`config.mk`:
```
export PLATFORM = sky130hd
export DESIGN_NAME = riff_chunk_finder_flat
export DESIGN_NICKNAME = d
export VERILOG_FILES = /design/src/rtl/rcf_pkg.sv /design/src/rtl/rcf_if.sv /design/src/rtl/rcf_walker.sv /design/src/rtl/riff_chunk_finder.sv /design/src/flat_wrapper.sv
export SDC_FILE = /design/constraint.sdc
export NUM_CORES = 1
export LEC_CHECK = 0
export BUFFER_PORTS_ARGS = -buffer_cell sky130_fd_sc_hd__buf_2
export CORE_MARGIN = 5
export CORE_UTILIZATION = 57
export DETAILED_ROUTE_END_ITERATION = 7
export GPL_TIMING_DRIVEN = 0
export PLACE_DENSITY = 0.75
export SLEW_MARGIN = 20
export SYNTH_ARGS = -nofsm -noshare
export SYNTH_HDL_FRONTEND = slang
export SYNTH_SLANG_ARGS = --single-unit
```
`constraint.sdc`:
```
create_clock -name clk -period 9.03 [get_ports clk]
set_input_delay 1.3545 -clock clk [delete_from_list [all_inputs] [get_ports clk]]
set_output_delay 1.3545 -clock clk [all_outputs]
set_load 0.02 [all_outputs]
```
`src/rtl/rcf_pkg.sv`:
```
// Shared constants and types for the RIFF chunk finder.
package rcf_pkg;

  // Header magic "RIFF", first character in the low byte
  localparam logic [31:0] MAGIC_RIFF    = 32'h4646_4952;
  // Largest chunk size accepted
  localparam logic [31:0] SIZE_LIMIT    = 32'h7FFF_FFFF;
  // Reset value of the target id, "id3 "
  localparam logic [31:0] TARGET_RESET  = 32'h2033_6469;

  // Byte counts within the headers
  localparam logic [31:0] ID_LEN        = 32'd4;
  localparam logic [31:0] SIZE_END      = 32'd8;
  localparam logic [31:0] RIFF_HDR_LEN  = 32'd12;
  localparam logic [31:0] CHUNK_HDR_LEN = 32'd8;

  // Result status codes
  typedef enum logic [1:0] {
    ST_FOUND     = 2'd0,
    ST_NOT_RIFF  = 2'd1,
    ST_TOO_LARGE = 2'd2,
    ST_NOT_FOUND = 2'd3
  } rcf_status_t;

  // Configuration register indexes
  typedef enum logic {
    REG_FILE_LENGTH = 1'b0,
    REG_TARGET_ID   = 1'b1
  } rcf_reg_t;

  // Result of one step of the walker
  typedef struct packed {
    logic        valid;
    rcf_status_t status;
    logic [31:0] chunk_length;
  } rcf_res_t;

endpackage

```
`src/rtl/rcf_if.sv`:
```
// Stream interfaces for the byte input and the result output.
interface rcf_in_if;
  logic       valid;
  logic       ready;
  logic [7:0] data_byte;
  logic       end_of_stream;

  modport source (output valid, output data_byte, output end_of_stream, input ready);
  modport sink   (input valid, input data_byte, input end_of_stream, output ready);
endinterface

interface rcf_out_if;
  logic        valid;
  logic        ready;
  logic [1:0]  status;
  logic [31:0] chunk_length;

  modport source (output valid, output status, output chunk_length, input ready);
  modport sink   (input valid, input status, input chunk_length, output ready);
endinterface

```
`src/rtl/rcf_walker.sv`:
```
// Header check and chunk walk state with its next-state logic.
module rcf_walker
  import rcf_pkg::*;
(
  input  logic        clk,
  input  logic        rst_n,
  input  logic        step,
  input  logic [7:0]  data_byte,
  input  logic        end_of_stream,
  input  logic [31:0] file_length,
  input  logic [31:0] target_chunk_id,
  output rcf_res_t    res,
  output logic        decided
);

  typedef enum logic [1:0] {
    PH_HEADER,
    PH_CHUNK,
    PH_SKIP
  } phase_t;

  phase_t      phase_r, phase_nxt;
  logic [31:0] count_r, count_nxt;
  logic [31:0] id_r, id_nxt;
  logic [31:0] size_r, size_nxt;
  logic        decided_r, decided_nxt;
  logic [31:0] count_inc;
  logic [31:0] padded;

  assign count_inc = count_r + 32'd1;
  assign decided   = decided_r;

  // Next state and result for the byte in the input register
  always_comb begin
    phase_nxt   = phase_r;
    count_nxt   = count_r;
    id_nxt      = id_r;
    size_nxt    = size_r;
    decided_nxt = decided_r;
    padded      = '0;
    res         = '{valid: 1'b0, status: ST_FOUND, chunk_length: '0};

    if (!decided_r) begin
      case (phase_r)
        PH_HEADER: begin
          if (count_r < ID_LEN) begin
            id_nxt = {data_byte, id_r[31:8]};
          end else if (count_r < SIZE_END) begin
            size_nxt = {data_byte, size_r[31:8]};
          end
          count_nxt = count_inc;
          if (count_inc == RIFF_HDR_LEN) begin
            if (id_nxt != MAGIC_RIFF || size_nxt > file_length) begin
              res.valid  = 1'b1;
              res.status = ST_NOT_RIFF;
            end else begin
              phase_nxt = PH_CHUNK;
              count_nxt = '0;
            end
          end
        end
        PH_CHUNK: begin
          if (count_r < ID_LEN) begin
            id_nxt = {data_byte, id_r[31:8]};
          end else begin
            size_nxt = {data_byte, size_r[31:8]};
          end
          count_nxt = count_inc;
          if (count_inc >= CHUNK_HDR_LEN) begin
            count_nxt = '0;
            padded    = size_nxt + {31'd0, size_nxt[0]};
            if (size_nxt > SIZE_LIMIT) begin
              res.valid  = 1'b1;
              res.status = ST_TOO_LARGE;
            end else if (id_nxt == target_chunk_id) begin
              res.valid        = 1'b1;
              res.status       = ST_FOUND;
              res.chunk_length = padded;
            end else if (padded != '0) begin
              phase_nxt = PH_SKIP;
              count_nxt = padded;
            end
          end
        end
        PH_SKIP: begin
          if (count_r != '0) begin
            count_nxt = count_r - 32'd1;
          end
          if (count_nxt == '0) begin
            phase_nxt = PH_CHUNK;
          end
        end
        default: begin
          phase_nxt = PH_HEADER;
        end
      endcase

      // stream ended before any verdict
      if (!res.valid && end_of_stream) begin
        res.valid  = 1'b1;
        res.status = (phase_nxt == PH_HEADER) ? ST_NOT_RIFF : ST_NOT_FOUND;
      end
      if (res.valid) begin
        decided_nxt = 1'b1;
      end
    end

    // last byte rearms the walker
    if (end_of_stream) begin
      phase_nxt   = PH_HEADER;
      count_nxt   = '0;
      id_nxt      = '0;
      size_nxt    = '0;
      decided_nxt = 1'b0;
    end
  end

  // State registers, updated once per word
  always_ff @(posedge clk) begin
    if (!rst_n) begin
      phase_r   <= PH_HEADER;
      count_r   <= '0;
      id_r      <= '0;
      size_r    <= '0;
      decided_r <= 1'b0;
    end else if (step) begin
      phase_r   <= phase_nxt;
      count_r   <= count_nxt;
      id_r      <= id_nxt;
      size_r    <= size_nxt;
      decided_r <= decided_nxt;
    end
  end

endmodule

```
`src/rtl/riff_chunk_finder.sv`:
```
// RIFF chunk finder: input register, walker, result register, config registers.
//
// The block reads a RIFF stream one byte per word on in_ch; end_of_stream
// marks the last byte. It checks the 12-byte RIFF header against file_length,
// walks the chunk headers and skips bodies, and sends at most one result word
// per stream on out_ch: found with the padded length, not RIFF, chunk size too
// large, or not found. The last byte rearms the block for the next stream.
// Configuration: cfg_we with cfg_index 0 (file_length) or 1 (target_chunk_id)
// and cfg_data; write only while no stream is in flight.
// Throughput: one byte per cycle but for the output stall below, set by the single
// walker step that sits between the input register and the result register.
// A byte's result reaches out_ch through the input register, the walker step and the result register.
// Reset (rst_n low, synchronous) empties both registers, rearms the walker and
// returns the configuration to file_length 0 and target "id3 ".
// When out_ch stalls with a result waiting, bytes that give no result keep
// flowing; the input stalls only when a byte would produce a second result.
module riff_chunk_finder
  import rcf_pkg::*;
(
  input  logic        clk,
  input  logic        rst_n,
  rcf_in_if.sink      in_ch,
  rcf_out_if.source   out_ch,
  input  logic        cfg_we,
  input  logic        cfg_index,
  input  logic [31:0] cfg_data
);

  logic        s1_valid_r;
  logic [7:0]  s1_byte_r;
  logic        s1_eos_r;
  logic        s1_go;
  logic        out_valid_r;
  logic [1:0]  out_status_r;
  logic [31:0] out_length_r;
  logic [31:0] file_length_r;
  logic [31:0] target_id_r;
  rcf_res_t    res;
  logic        decided;

  // Configuration registers
  always_ff @(posedge clk) begin
    if (!rst_n) begin
      file_length_r <= '0;
      target_id_r   <= TARGET_RESET;
    end else if (cfg_we) begin
      case (rcf_reg_t'(cfg_index))
        REG_FILE_LENGTH: file_length_r <= cfg_data;
        REG_TARGET_ID:   target_id_r   <= cfg_data;
        default:         file_length_r <= file_length_r;
      endcase
    end
  end

  // The held byte moves on unless its result would overrun a stalled output
  assign s1_go       = s1_valid_r && (!res.valid || !out_valid_r || out_ch.ready);
  assign in_ch.ready = !s1_valid_r || s1_go;

  // Input register
  always_ff @(posedge clk) begin
    if (!rst_n) begin
      s1_valid_r <= 1'b0;
    end else if (in_ch.ready) begin
      s1_valid_r <= in_ch.valid;
    end
  end

  always_ff @(posedge clk) begin
    if (in_ch.valid && in_ch.ready) begin
      s1_byte_r <= in_ch.data_byte;
      s1_eos_r  <= in_ch.end_of_stream;
    end
  end

  rcf_walker u_walker (
    .clk             (clk),
    .rst_n           (rst_n),
    .step            (s1_go),
    .data_byte       (s1_byte_r),
    .end_of_stream   (s1_eos_r),
    .file_length     (file_length_r),
    .target_chunk_id (target_id_r),
    .res             (res),
    .decided         (decided)
  );

  // Result register
  always_ff @(posedge clk) begin
    if (!rst_n) begin
      out_valid_r <= 1'b0;
    end else if (s1_go && res.valid) begin
      out_valid_r <= 1'b1;
    end else if (out_ch.ready) begin
      out_valid_r <= 1'b0;
    end
  end

  always_ff @(posedge clk) begin
    if (s1_go && res.valid) begin
      out_status_r <= res.status;
      out_length_r <= res.chunk_length;
    end
  end

  assign out_ch.valid        = out_valid_r;
  assign out_ch.status       = out_status_r;
  assign out_ch.chunk_length = out_length_r;

`ifndef ASSERT_OFF
  // Only a found result carries a length
  a_len_zero: assert property (@(posedge clk) disable iff (!rst_n)
    out_ch.valid && out_ch.status != ST_FOUND |-> out_ch.chunk_length == '0)
    else $error("non-zero length on a failed search");

  // A found length is padded to even
  a_len_even: assert property (@(posedge clk) disable iff (!rst_n)
    out_ch.valid && out_ch.status == ST_FOUND |-> !out_ch.chunk_length[0])
    else $error("odd chunk length reported");

  // A verdict mid-stream blocks further results until the last byte
  a_decided: assert property (@(posedge clk) disable iff (!rst_n)
    s1_go && res.valid && !s1_eos_r |=> decided)
    else $error("walker not marked decided after a result");

  // No result may be produced once decided
  a_single: assert property (@(posedge clk) disable iff (!rst_n)
    decided |-> !res.valid)
    else $error("second result in one stream");
`endif

endmodule
```
`src/flat_wrapper.sv`:
```
// flat-port wrapper written by rule: the top's interface ports become plain ports
module riff_chunk_finder_flat import rcf_pkg::*;
  (clk, rst_n, cfg_we, cfg_index, cfg_data, in_ch_valid, in_ch_data_byte, in_ch_end_of_stream, in_ch_ready, out_ch_valid, out_ch_status, out_ch_chunk_length, out_ch_ready);
  rcf_in_if in_ch_i ();
  rcf_out_if out_ch_i ();
  input  logic clk;
  input  logic rst_n;
  input  logic cfg_we;
  input  logic cfg_index;
  input  logic [31:0] cfg_data;
  input wire logic [$bits(in_ch_i.valid)-1:0] in_ch_valid;
  input wire logic [$bits(in_ch_i.data_byte)-1:0] in_ch_data_byte;
  input wire logic [$bits(in_ch_i.end_of_stream)-1:0] in_ch_end_of_stream;
  output wire logic [$bits(in_ch_i.ready)-1:0] in_ch_ready;
  output wire logic [$bits(out_ch_i.valid)-1:0] out_ch_valid;
  output wire logic [$bits(out_ch_i.status)-1:0] out_ch_status;
  output wire logic [$bits(out_ch_i.chunk_length)-1:0] out_ch_chunk_length;
  input wire logic [$bits(out_ch_i.ready)-1:0] out_ch_ready;
  assign in_ch_i.valid = in_ch_valid;
  assign in_ch_i.data_byte = in_ch_data_byte;
  assign in_ch_i.end_of_stream = in_ch_end_of_stream;
  assign in_ch_ready = in_ch_i.ready;
  assign out_ch_valid = out_ch_i.valid;
  assign out_ch_status = out_ch_i.status;
  assign out_ch_chunk_length = out_ch_i.chunk_length;
  assign out_ch_i.ready = out_ch_ready;
  riff_chunk_finder u_core (.clk(clk), .rst_n(rst_n), .in_ch(in_ch_i), .out_ch(out_ch_i), .cfg_we(cfg_we), .cfg_index(cfg_index), .cfg_data(cfg_data));
endmodule
```
# After elaboration in Yosys (flattened, before gate mapping)
# Index checks and enable logic that the tools add are counted.
dict set report classes {
  n_addsub 3
  n_lt_le_gt_ge 5
  eq_ne 6
  muxes 59
  bitwise_logic 4
  n_reduce_logical 26
}
# op n
set ops {}
lappend ops {{$mux W32} 29}
lappend ops {{$pmux W32 S2} 2}
lappend ops {{$mux W35} 3}
lappend ops {{$pmux W32 S3} 1}
lappend ops {{$reduce_bool A32 Y1} 2}
lappend ops {{$add A32 B1 Y32} 1}
lappend ops {{$add A32 B1 Y32 const B} 1}
lappend ops {{$eq A32 B32 Y1} 1}
lappend ops {{$eq A32 B4 Y1 const B} 1}
lappend ops {{$ge A32 B4 Y1 const B} 1}
lappend ops {{$gt A32 B31 Y1 const B} 1}
lappend ops {{$gt A32 B32 Y1} 1}
lappend ops {{$logic_not A32 Y1} 1}
lappend ops {{$lt A32 B3 Y1 const B} 1}
lappend ops {{$lt A32 B4 Y1 const B} 1}
lappend ops {{$ne A32 B31 Y1 const B} 1}
lappend ops {{$sub A32 B1 Y32 const B} 1}
lappend ops {{$mux W2} 11}
lappend ops {{$mux W3} 6}
lappend ops {{$pmux W2 S3} 1}
lappend ops {{$pmux W3 S2} 1}
lappend ops {{$reduce_and A2 Y1} 3}
lappend ops {{$reduce_and A3 Y1} 2}
lappend ops {{$mux W1} 5}
lappend ops {{other kinds (12)} 25}
dict set report totals {
  regBits 208
  inputBits 47
  word_cells 116
}

# Logic depth before layout (Yosys ltp)
dict set report depth {
  ltp_word 23
  mapped_depth 25
  mapped_depth_nobuf 18
}

# Cells and area by module
# From an unflattened synthesis, not the netlist that was laid out.
dict set report hier_totals {
  hier_cells 1865
  hier_area_um2 14540.2
}
# mod n_inst cells_per_inst area_per_inst_um2 seq_area_each_um2
set modules_own_cells {}
lappend modules_own_cells {rcf_walker 1 1529 10756.6 1981.9}
lappend modules_own_cells {riff_chunk_finder 1 336 3783.6 2612.5}

# Worst setup path after synthesis
# OpenSTA, ideal clock, no wires.
dict set report synth_timing {
  kind {reg2reg}
  start {register u_core.u_walker.count_r[30]}
  end {register u_core.out_length_r[10] (netlist: u_core.out_ch.chunk_length[10]) (enable)}
  setup_time_ps 423
  arrival_ps 5979
  setup_slack_ps 2628
  stages_incl_launch_ff 19
  path_buffers 2
  path_cell_list {dfxtp_1 -> buf_2 -> or4_4 -> or4b_4 -> nor2_1 -> nand2_1 -> clkbuf_1 -> mux2_2 -> ha_1 -> nand4_1 -> nor4_1 -> mux2i_1 -> a31oi_1 -> nor2_1 -> a21o_1 -> nor4_1 -> a211o_2 -> nand2b_1 -> nor2_1}
}
dict set report synth_between {
  elab_chain_len 21
}
# element line
set synth_rtl {}
lappend synth_rtl {{from (decl)} rcf_walker.sv:23} ;# logic [31:0] count_r, count_nxt;
lappend synth_rtl {{from (signal assigned)} rcf_walker.sv:128} ;# count_r <= count_nxt;
lappend synth_rtl {{$lt A32 B4 Y1} rcf_walker.sv:48} ;# end else if (count_r < SIZE_END) begin
lappend synth_rtl {{$mux W32} rcf_walker.sv:48}
lappend synth_rtl {{$mux W32} rcf_walker.sv:46} ;# if (count_r < ID_LEN) begin
lappend synth_rtl {{$mux W32} rcf_walker.sv:44} ;# case (phase_r)
lappend synth_rtl {{$mux W32} rcf_walker.sv:43} ;# if (!decided_r) begin
lappend synth_rtl {{$gt A32 B32 Y1} rcf_walker.sv:53} ;# if (id_nxt != MAGIC_RIFF || size_nxt > file_length) begin
lappend synth_rtl {{$logic_or A1 B1 Y1} rcf_walker.sv:53}
lappend synth_rtl {{$mux W3} rcf_walker.sv:53}
lappend synth_rtl {{(+4 left out)} --}
lappend synth_rtl {{$logic_and A1 B1 Y1} rcf_walker.sv:99} ;# if (!res.valid && end_of_stream) begin
lappend synth_rtl {{$mux W3 (*)} rcf_walker.sv:99}
lappend synth_rtl {{$mux W3 (*)} rcf_walker.sv:43}
lappend synth_rtl {{$mux W35 (*)} rcf_walker.sv:43}
lappend synth_rtl {{$logic_not A1 Y1} riff_chunk_finder.sv:56} ;# assign s1_go = s1_valid_r && (!res.valid || !out_valid_r || out_ch.ready);
lappend synth_rtl {{$logic_or A1 B1 Y1 (2 in series)} riff_chunk_finder.sv:56}
lappend synth_rtl {{$logic_and A1 B1 Y1} riff_chunk_finder.sv:56}
lappend synth_rtl {{$logic_and A1 B1 Y1 (*)} riff_chunk_finder.sv:99} ;# if (s1_go && res.valid) begin
lappend synth_rtl {{to (signal assigned)} riff_chunk_finder.sv:101} ;# out_length_r <= res.chunk_length;
lappend synth_rtl {{to (decl)} riff_chunk_finder.sv:35} ;# logic [31:0] out_length_r;
# Mark *: on every way between the ends. The rest lies on a longest branch, timed or not. The select of a mux whose other input is x is not followed.
# A chain may end at the register's enable or synchronous reset.

# Final worst setup path
dict set report layout_timing {
  start {register u_core.u_walker.count_r[17]}
  end {output in_ch_ready}
}
dict set report layout_between {
  elab_chain_len 21
}
# element line
set layout_rtl {}
lappend layout_rtl {{$lt A32 B4 Y1} rcf_walker.sv:48}
lappend layout_rtl {{$mux W32} rcf_walker.sv:48}
lappend layout_rtl {{$mux W32} rcf_walker.sv:46}
lappend layout_rtl {{$mux W32} rcf_walker.sv:44}
lappend layout_rtl {{$mux W32} rcf_walker.sv:43}
lappend layout_rtl {{$gt A32 B32 Y1} rcf_walker.sv:53}
lappend layout_rtl {{$logic_or A1 B1 Y1} rcf_walker.sv:53}
lappend layout_rtl {{$mux W3} rcf_walker.sv:53}
lappend layout_rtl {{(+4 left out)} --}
lappend layout_rtl {{$logic_and A1 B1 Y1} rcf_walker.sv:99}
lappend layout_rtl {{$mux W3 (*)} rcf_walker.sv:99}
lappend layout_rtl {{$mux W3 (*)} rcf_walker.sv:43}
lappend layout_rtl {{$mux W35 (*)} rcf_walker.sv:43}
lappend layout_rtl {{$logic_not A1 Y1 (*)} riff_chunk_finder.sv:56}
lappend layout_rtl {{$logic_or A1 B1 Y1 (*) (2 in series)} riff_chunk_finder.sv:56}
lappend layout_rtl {{$logic_and A1 B1 Y1 (*)} riff_chunk_finder.sv:56}
lappend layout_rtl {{$logic_or A1 B1 Y1 (*)} riff_chunk_finder.sv:57} ;# assign in_ch.ready = !s1_valid_r || s1_go;
lappend layout_rtl {{to (decl)} flat_wrapper.sv:14} ;# output wire logic [$bits(in_ch_i.ready)-1:0] in_ch_ready;
# Marked as above.

==> metrics.md <==
| Metric | Value |
|---|---|
| Min Tclk post-route | `8.47 ns` |
| Final setup skew | `0.0162 ns` |
| YS warnings | `0` |
| Top FF cell, synth | `dfxtp_1` |
| WP data required | `7.68 ns` |
| PwrDens | `135 nW/um^2` |
| Final Hold Vio Count | `0` |
| Input/output buffers | `80` |
| Total wire length | `53700 microns` |
| Final instance count without filler cells | `2231` |
| Synthesized flop and latch total | `207` |
| Period utilisation layout | `93.8%` |
| Drt pass-1 iters | `6` |
| EDFF count, synth | `42` |
| NumNets Final | `1978` |
| Antenna violations before repair | `0` |
| Clock sinks | `207` |
| CTS tree | `built` |
| GRT Residual Overflow | `0` |
| Die Ht | `168 microns` |
| RSZ-0062 raised after global routing | `false` |
| Setup bufs post-CTS | `0` |
| Share of cells above drive strength 1 | `10.8%` |
| Starting Density | `58.1%` |
| Detailed Route Iter0 Violations | `2254` |
| Psw | `542 uW` |
| Ports | `83` |
| Met2 WL post-DR | `23000 microns` |
| DRC Markers | `0` |
| CP startpoint | `u_core.u_walker.count_r[17]` |
| Distinct cells, synth | `89` |
| Switching Fraction | `25.3%` |
| DP Wirelength | `40500 microns` |
| Worst R2R Start | `u_core.u_walker.count_r[11]` |
| Area delta synth->final | `11.3%` |
| Slew margin rel. | `19.2%` |
| DIE AREA | `28200 sq um` |
| Largest net degree at the start of global routing | `31` |
| Sequential area share after synthesis | `32.1%` |
| Total negative slack | `0 ns` |
| GRT Resource Usage Total | `36.5%` |
| Clock Latency Late Sink | `0.53 ns` |
| Clock-pin slew on the worst setup and hold paths | `0.06 ns` |
| Uppermost layer routed | `met4` |
| Final RePlAce weighted congestion | `1.01` |
| Post_cts resized | `0` |
| Status | `finished, final reports clean` |
| Placed cell count | `2190` |
| DR vias | `14900` |
| Met1 WL | `21500 microns` |
| Final setup violation count | `0` |
| Mean Syn Cell Area | `7.96 sq um` |
| Post-Synthesis Net Count | `1872` |
| Critical Path End Type | `primary output` |
| H-Tree Depth | `1` |
| Diodes inserted | `0` |
| Hold Crit Class | `register to register` |
| Mapped Area | `14200 sq um` |
| Cells after Synth | `1785` |
| TritonCTS buffer count | `23` |
| CTS Root Cell | `clkbuf_16` |
| Worst-Margin Slew | `1.20 ns` |
| Critical Path AT | `7.12 ns` |
| Async set or reset register ratio after synthesis | `0%` |
| Most common cell after layout, fill and taps aside | `nand2_1` |
| Final ANT Viol Nets | `0` |
| Sequential cell fraction of total power | `46.1%` |
| Logic pwr share | `8.1%` |
| Max-slew violations | `0` |
| Worst Path Max Fanout | `10` |
| Max Fclk | `118 MHz` |
| Clock share of power | `45.8%` |
| Cell Rows | `57` |
| WL/cell | `24.1 microns` |
| Vias/cell | `6.70` |
| Internal power consumption | `1600 uW` |
| Most frequent cells in the layout | `nand2_1, dfxtp_1, clkbuf_1` |
| Number of global-route vias before repair | `14000` |
| Clock buffer depth | `3` |
| First-pass GRT wire length | `82100 microns` |
| CP Launch Type | `register` |
| Min-Delay Startpoint | `u_core.file_length_r[24]` |
| MaxCap Viol Count | `0` |
| Setup CP Type | `register to primary output` |
| Leakage | `0.00579 uW` |
| CTS Hold Buffers Added | `0` |
| Routed wl met3 | `6530 microns` |
| Worst vdd ir | `0.000153 V` |
| Core Region | `24500 sq um` |
| Die W | `168 microns` |
## metal layers
| metal | track usage [%] | vias to the layer above |
|---|---|---|
| li1 | - | 6730 |
| met3 | 7.03 | 182 |
| met5 | 0 | - |
| met1 | 51.5 | 7028 |
| met2 | 55.2 | 1006 |
| met4 | 14.7 | 0 |
## cell usage after synthesis (all sizes together), types with 13 or more instances
cell type / number / area, sq um
a211oi: 17 / 138
a21o: 14 / 105
a21oi: 111 / 567
a22o: 59 / 517
a31oi: 13 / 81.3
and3: 15 / 93.8
buf: 29 / 161
clkbuf: 127 / 477
dfxtp: 165 / 3300
edfxtp: 42 / 1260
ha: 40 / 500
inv: 79 / 297
mux2: 37 / 417
mux2i: 29 / 290
nand2: 230 / 863
nand3: 73 / 365
nand4: 58 / 369
nor2: 106 / 398
nor2b: 15 / 93.8
nor3: 57 / 302
nor4: 52 / 332
nor4b: 15 / 131
o21ai: 47 / 235
o22ai: 17 / 106
o31ai: 13 / 97.6
or3: 18 / 113
or4: 21 / 161
xnor2: 71 / 622
xor2: 51 / 447
## critical path, cell delays in order (launching register included)
cell and delay (ns):
dfxtp_1 0.35, nor4_1 0.93, nand4_1 0.47, nor2_1 0.53, nand2_1 0.45, clkbuf_1 0.38, mux2_2 0.36, ha_1 0.32
nand4_1 0.20, nor4_1 0.36, mux2i_1 0.14, a31oi_1 0.34, nor2_1 0.10, a21o_1 0.20, nor4_1 0.51, a211o_2 0.31
nand2b_1 0.18, nor2_1 0.25, inv_1 0.06, buf_2 0.16
## flip-flops by register name (all words and copies together), names as in the netlist, 8 cells and up
register                    count
u_core.file_length_r           32
u_core.target_id_r             32
u_core.u_walker.count_r        32
u_core.u_walker.id_r           32
u_core.u_walker.size_r         32
u_core.out_ch.chunk_length     31
u_core.s1_byte_r                8
## worst paths after layout
check | end | slack (ns) | depth (start not counted)
setup / recovery | in_ch_ready | 0.56 | 19
hold / removal | u_core.file_length_r[24] | 0.46 | 2
setup reg to reg | u_core.out_ch.status[1] | 0.57 | 24
hold reg to reg | u_core.file_length_r[24] | 0.46 | 2
## power groups by stage
stage,combinational (uW),clock [uW],sequential [uW]
2_1_floorplan,106,0,1000
3_3_place_gp,165,0,1000
3_5_place_dp,169,0,1000
4_1_cts,170,978,984
5_1_grt,189,1020,987
6_report,174,979,986
## cell type report
type	count	area, sq um
Timing Repair Buffer	81	420
Clock inverter	12	149
Sequential cell	207	4560
Fill cell	2206	8650
Multi-Input combinational cell	1341	8710
Clock buffer	29	619
Tap cell	324	405
Inverter	81	304
Buffer	156	638
## logic make-up after synthesis
logic type	synth area share [%]
xor gates and xnor gates	7.52
DFF	32.1
and+or+nand+nor	25.5
adders and majority gates	3.52
other	0.0264
muxes	4.97
AOI/OAI and AO/OA	19.7
buffers and inverters	6.63
## stage by stage
| step | util (%) | total power (uW) | worst slack [ns] | cell area, sq um | hold slack, ns |
|---|---|---|---|---|---|
| floorplan | - | 1110 | 2.63 | 14200 | 0.436 |
| global placement | 61.4 | 1170 | 0.658 | 15000 | 0.443 |
| detailed placement | 61.5 | 1170 | 0.927 | 15000 | 0.449 |
| CTS | 64.7 | 2130 | 0.829 | 15800 | 0.458 |
| global route | 64.7 | 2200 | 0.187 | 15800 | 0.479 |
| finish | 64.7 | 2140 | 0.559 | 15800 | 0.458 |
(Power assumes the default switching activity.)
